## config.mk

```make
export PLATFORM = sky130hd
export DESIGN_NAME = chh_stack
export DESIGN_NICKNAME = d
export VERILOG_FILES = /design/src/hdl/chh_pkg.sv /design/src/hdl/chh_stack_cell.sv /design/src/hdl/chh_stack.sv
export SDC_FILE = /design/constraint.sdc
export NUM_CORES = 2
export LEC_CHECK = 0
export ABC_AREA = 1
export BUFFER_PORTS_ARGS = -buffer_cell sky130_fd_sc_hd__buf_4
export CAP_MARGIN = 20
export CORE_UTILIZATION = 50
export DETAILED_ROUTE_END_ITERATION = 8
export GPL_TIMING_DRIVEN = 0
export PLACE_DENSITY = 0.69
export SKIP_CTS_REPAIR_TIMING = 1
export SYNTH_ARGS = -nofsm -noshare
export SYNTH_HDL_FRONTEND = slang
export SYNTH_SLANG_ARGS = --single-unit
```

## constraint.sdc

```tcl
create_clock -name clk -period 60.7 [get_ports clk]
set_clock_uncertainty 0.1 [all_clocks]
set_input_delay 6.07 -clock clk [delete_from_list [all_inputs] [get_ports clk]]
set_output_delay 6.07 -clock clk [all_outputs]
set_load 0.005 [all_outputs]
```

## src/hdl/chh_pkg.sv

```systemverilog
`default_nettype none
package chh_pkg;

  // Capacity of one point set and coordinate width.
  localparam int MAX_POINTS = 64;
  localparam int COORD_BITS = 16;
  // Width of a count that can hold MAX_POINTS itself.
  localparam int CNT_W = $clog2(MAX_POINTS + 1);
  // Width of an edge vector and of one cross product.
  localparam int DIFF_W = COORD_BITS + 1;
  localparam int PROD_W = 2 * DIFF_W;
  localparam int CROSS_W = PROD_W + 1;

  typedef struct packed {
    logic signed [COORD_BITS-1:0] x;
    logic signed [COORD_BITS-1:0] y;
  } point_t;

  // One operation on a shift stack; push and pop never come together.
  typedef struct packed {
    logic push;
    logic pop;
  } stack_op_t;

  typedef struct packed {
    logic neg;
    logic zero;
  } cross_sign_t;

  typedef enum logic [2:0] {
    PH_LOAD,
    PH_DRAIN,
    PH_HULL,
    PH_REV,
    PH_EMIT_LO,
    PH_SKIP_UP,
    PH_EMIT_UP
  } phase_t;

  // Order by x, then by y.
  function automatic logic pt_less(point_t a, point_t b);
    logic res;
    if (a.x != b.x) begin
      res = ($signed(a.x) < $signed(b.x));
    end else begin
      res = ($signed(a.y) < $signed(b.y));
    end
    return res;
  endfunction

endpackage
`default_nettype wire

```

## src/hdl/chh_stack_cell.sv

```systemverilog
`default_nettype none
module chh_stack_cell (
  input  wire                clk,
  input  chh_pkg::stack_op_t op,
  input  chh_pkg::point_t    prev_pt,
  input  chh_pkg::point_t    next_pt,
  output chh_pkg::point_t    pt
);

  // A push moves entries away from the top, a pop moves them toward it.
  always_ff @(posedge clk) begin
    if (op.push) begin
      pt <= prev_pt;
    end else if (op.pop) begin
      pt <= next_pt;
    end
  end

endmodule
`default_nettype wire

```

## src/hdl/chh_stack.sv

```systemverilog
`default_nettype none
module chh_stack (
  input  wire                clk,
  input  chh_pkg::stack_op_t op,
  input  chh_pkg::point_t    push_pt,
  output chh_pkg::point_t    top_pt,
  output chh_pkg::point_t    second_pt
);

  chh_pkg::point_t pt [chh_pkg::MAX_POINTS];

  // Shift stack: cell 0 is the top, cell 1 the entry below it.
  for (genvar i = 0; i < chh_pkg::MAX_POINTS; i++) begin : g_cell
    chh_pkg::point_t prev_pt;
    chh_pkg::point_t next_pt;

    if (i == 0) begin : g_top
      assign prev_pt = push_pt;
    end else begin : g_below
      assign prev_pt = pt[i-1];
    end

    if (i == chh_pkg::MAX_POINTS - 1) begin : g_bottom
      assign next_pt = pt[i];
    end else begin : g_above
      assign next_pt = pt[i+1];
    end

    chh_stack_cell u_cell (
      .clk    (clk),
      .op     (op),
      .prev_pt(prev_pt),
      .next_pt(next_pt),
      .pt     (pt[i])
    );
  end

  assign top_pt    = pt[0];
  assign second_pt = pt[1];

endmodule
`default_nettype wire

```

==> results.md <==
Worst setup path:
- Traced cell by cell, the critical path runs through buf_4 -> buf_4 -> buf_2 -> or2_4 -> buf_12 -> buf_16 -> buf_16 -> buf_16 -> buf_16 -> buf_16 -> buf_16.
- In this run the critical register-to-register path is launched from g_cell[38].u_cell.pt[18].
- The delay of the slowest cell on the worst path is 530 ps.
- The arrival time reported for the critical path endpoint is 10200 ps.
- The sort of element at the start of the critical path is an input port.
- The most critical setup path has its startpoint at op[1].
- In this run the worst path has a maximum fanout of 68.
- The cell repeated most along the worst path is sky130_fd_sc_hd__buf_16.
- The reg-to-reg setup timing slack is 59710 ps.
- For the worst flop-to-flop path, the logic depth is 2.
- The category of the critical setup timing path is input port to flip-flop.
- In this run the worst setup path terminates at g_cell[27].u_cell.pt[13].
- The cell family with the largest share of critical-path delay is buffers and inverters.
- The logic depth of the worst setup path including buffers is 11.
- The critical path contains buffers and inverters numbering 10 combined.
- The worst-path cell with the longest stage delay is sky130_fd_sc_hd__or2_4.
- The capturing point of the worst reg2reg path is g_cell[39].u_cell.pt[18].
- At the worst endpoint, the required time is 61070 ps.
- STA classifies the critical path endpoint as a flip-flop.

Route:
- The wire length after detailed routing is 186000 um.
- The remaining routing DRC violations is 0.
- The per-cell routed wire length is 16.4 um.
- The number of detailed-route iterations in the first pass is 6.
- The number of vias per cell is 5.21.
- The detailed router finished its first iteration with 5270 violations.
- The number of routed nets with antenna violations is 0.
- The final route contains 59.2k vias.

Placement:
- The number of port buffers is 98.
- Including well taps, the total number of placed cells is 11.0k.
- The placed instances occupy a cell area of 91000 um^2.
- At the end of routability-driven placement, the weighted congestion stood at 0.815.
- Detailed placement ended at an HPWL of 131000 um.

Power and ir drop:
- The clock network accounts for 36.3% of the total power.
- In this run the power spent charging and discharging nets is 0.852 mW.
- The static power due to leakage is 44.8 nW.
- The completed layout was analyzed and its total power is 3.50 mW.
- The maximum ir drop on the vdd rail is 26.8 uV.
- Of the total power, combinational logic draws 8.5%.
- Net switching is 24.3% of the power.
- Sequential cells account for 55.2% of the total power.
- For this design the ratio of total power to cell area is 35.8 nW/um^2.
- The internal power component is 2.65 mW.

Layout:
- The largest registers in the layout are g_cell.u_cell.pt: 2048 flops.
- Compared with the post-synthesis result, the final layout area differs by 13.0%.
- In the final design database the tool counted 8919 nets.
- The register with the most flip-flops in the final layout is g_cell.u_cell.pt.
- Counting the fill cells in the layout gives 14.7k.
- The register with the most flip-flops in the layout has 2048 of them.
- The library cells used most frequently in the layout, excluding fill and tap cells, are sky130_fd_sc_hd__nand2_1, sky130_fd_sc_hd__edfxtp_1, sky130_fd_sc_hd__buf_2.
- Leaving out filler cells and counting taps, the final layout contains 11.4k.
- Of the cells placed in the final design, the portion with a size suffix greater than 1 is 8.80%.
- After routing the design area is 97700 um^2.
- The library cell used most frequently in the layout, excluding fill and tap cells, is sky130_fd_sc_hd__nand2_1.

Yosys:
- The area share of the leading cell type in the synthesized netlist is 71.2%.
- After synthesis the cells add up to 86400 um^2.
- The register bit count reported by yosys is 2048.
- When the netlist entered floorplanning its net count stood at 8580.
- The number of different library cells used by synthesis comes to 8.
- Sorting the synthesized cells by area gives the leading types as sky130_fd_sc_hd__edfxtp_1, sky130_fd_sc_hd__nand2_1, sky130_fd_sc_hd__buf_2, sky130_fd_sc_hd__clkbuf_1, sky130_fd_sc_hd__buf_4.
- The Yosys step of the flow raised 0 warnings.
- After technology mapping, the gate count stands at 8545.
- The cell accounting for the most synthesized area is sky130_fd_sc_hd__edfxtp_1.
- After synthesis, flip-flops and latches occupy 71.2% of the total area.
- The average footprint of a synthesized cell is 10.1 um^2.

Floorplanning:
- The x dimension of the die is 418 um.
- The standard cell core area is 172000 um^2.
- The y dimension of the die is 418 um.
- The initial standard-cell utilization of the core is 50.4%.
- The full die area is 175000 um^2.
- The row count is 152.
- The number of ports placed on the die boundary is 99.

Timing:
- In this run the tightest slew margin relative to its limit is 55.9%.
- The max-slew violation count was 0.
- The total count of hold-check failures in the final report is 0.
- On the final layout, the worst hold slack is 358 ps.
- The top achievable clock speed is 102 MHz.
- Setup violations remaining at the end of the flow were counted as 0.
- The worst path uses 16.2% of the clock period.
- Setup repair after global routing left no endpoint under its margin.
- The worst path in the final design needs a cycle of 9830 ps, including I/O delays and setup.
- Setup total negative slack on the finished layout was measured at 0 ps.
- The transition at the pin with the smallest max-transition slack is 662 ps.

Global routing:
- The global-route total usage across every layer is 21.4%.
- The wire length of the first global-routing pass is 308000 um.
- The number of antenna violations at the first check in global routing was 1.
- The aggregate global routing overflow is 0.
- The largest net degree at the start of global routing is 72.
- The number of global-route vias before repair is 61.2k.

Clock network:
- The CTS tree is built.
- The root buffer selected by CTS is sky130_fd_sc_hd__clkbuf_16.
- The number of clock buffers added by TritonCTS is 203.
- The total number of clock tree sinks is 2048.
- The post-CTS clock slew at the launch and capture registers of the worst setup and hold paths is 60 ps.
- In this run the number of H-tree levels came out at 4.
- Clock latency on the worst-skew pair, taken at its later pin, is 820 ps.
- Counting along the longest clock path gives a buffer depth of 3.

Outcome:
- The flow ran to the end, and the final reports show no timing, DRC or antenna violations.

Hold path:
- The worst hold path belongs to the class flip-flop to flip-flop.

Run:
- The max capacitance violation total is 0.
[cell usage after synthesis]
master	n
sky130_fd_sc_hd__or2_2	1
sky130_fd_sc_hd__inv_2	1
sky130_fd_sc_hd__buf_2	357
sky130_fd_sc_hd__edfxtp_1	2048
sky130_fd_sc_hd__buf_4	22
sky130_fd_sc_hd__buf_1	12
sky130_fd_sc_hd__clkbuf_1	56
sky130_fd_sc_hd__nand2_1	6048
[per-stage QoR]
stage	setup slack, ps	utilization (%)
after global routing	50680	56.9
after CTS	50880	56.9
after global placement	18590	52.5
after floorplan	28880	-
after detailed placement	49980	53.0
final	50870	56.9
[per-layer routing]
| layer | vias to the layer above | GRT usage, % | part of all wire [%] | wire (um) |
|---|---|---|---|---|
| met2 | 1401 | 34.2 | 47 | 87400 |
| met4 | 0 | 4.86 | 1.8 | 3290 |
| li1 | 28300 | - | - | - |
| met1 | 29300 | 31.5 | 46 | 86300 |
| met3 | 239 | 2.59 | 4.8 | 8940 |
| met5 | - | 0 | 0 | 0 |
[power groups by stage]
stage               sequential, mW  combinational (mW)  clock, mW
floorplan                     1.97               0.211          0
global placement              2.05               0.282          0
detailed placement            1.96               0.301          0
CTS                           1.93               0.304       1.29
global route                  1.95               0.347       1.34
finish                        1.93               0.299       1.27
[cell families (layout without fill, tap and decap cells)]
kind of cell	Yosys count	in the layout	synth area share, %
buf+inv	448	956	2.56
flops	2048	2048	71.2
other cells	0	1	0
simple gates	6049	6049	26.3
[final cells by class]
cell class / count / area (um^2) / area share (%)
flip-flops and latches: 2048 / 61500 / 63.0
multi-input cells: 6049 / 22700 / 23.3
clock buffers: 245 / 5300 / 5.43
well taps: 2310 / 2890 / 2.96
plain buffers: 447 / 2210 / 2.26
repair buffers: 134 / 1680 / 1.72
clock inverters: 129 / 1360 / 1.39
inverters: 1 / 3.75 / 0.00384
diodes: 1 / 2.50 / 0.00256
[worst register-to-register path, cell delays in order (launching register included)]
cell	delay, ps
sky130_fd_sc_hd__edfxtp_1	470
sky130_fd_sc_hd__nand2_1	120
sky130_fd_sc_hd__nand2_1	70
[worst min path at each step]
stage                                  start                       end  slack, ps  cells past startpoint
floorplan            g_cell[62].u_cell.pt[0]   g_cell[63].u_cell.pt[0]        330                      0
global placement     g_cell[62].u_cell.pt[0]   g_cell[63].u_cell.pt[0]        330                      0
detailed placement  g_cell[62].u_cell.pt[17]  g_cell[63].u_cell.pt[17]        330                      0
CTS                 g_cell[62].u_cell.pt[21]  g_cell[63].u_cell.pt[21]        350                      0
global route        g_cell[62].u_cell.pt[24]  g_cell[63].u_cell.pt[24]        370                      0
finish              g_cell[62].u_cell.pt[13]  g_cell[63].u_cell.pt[13]        360                      0
No activity file was read; power rests on OpenSTA's default activity.
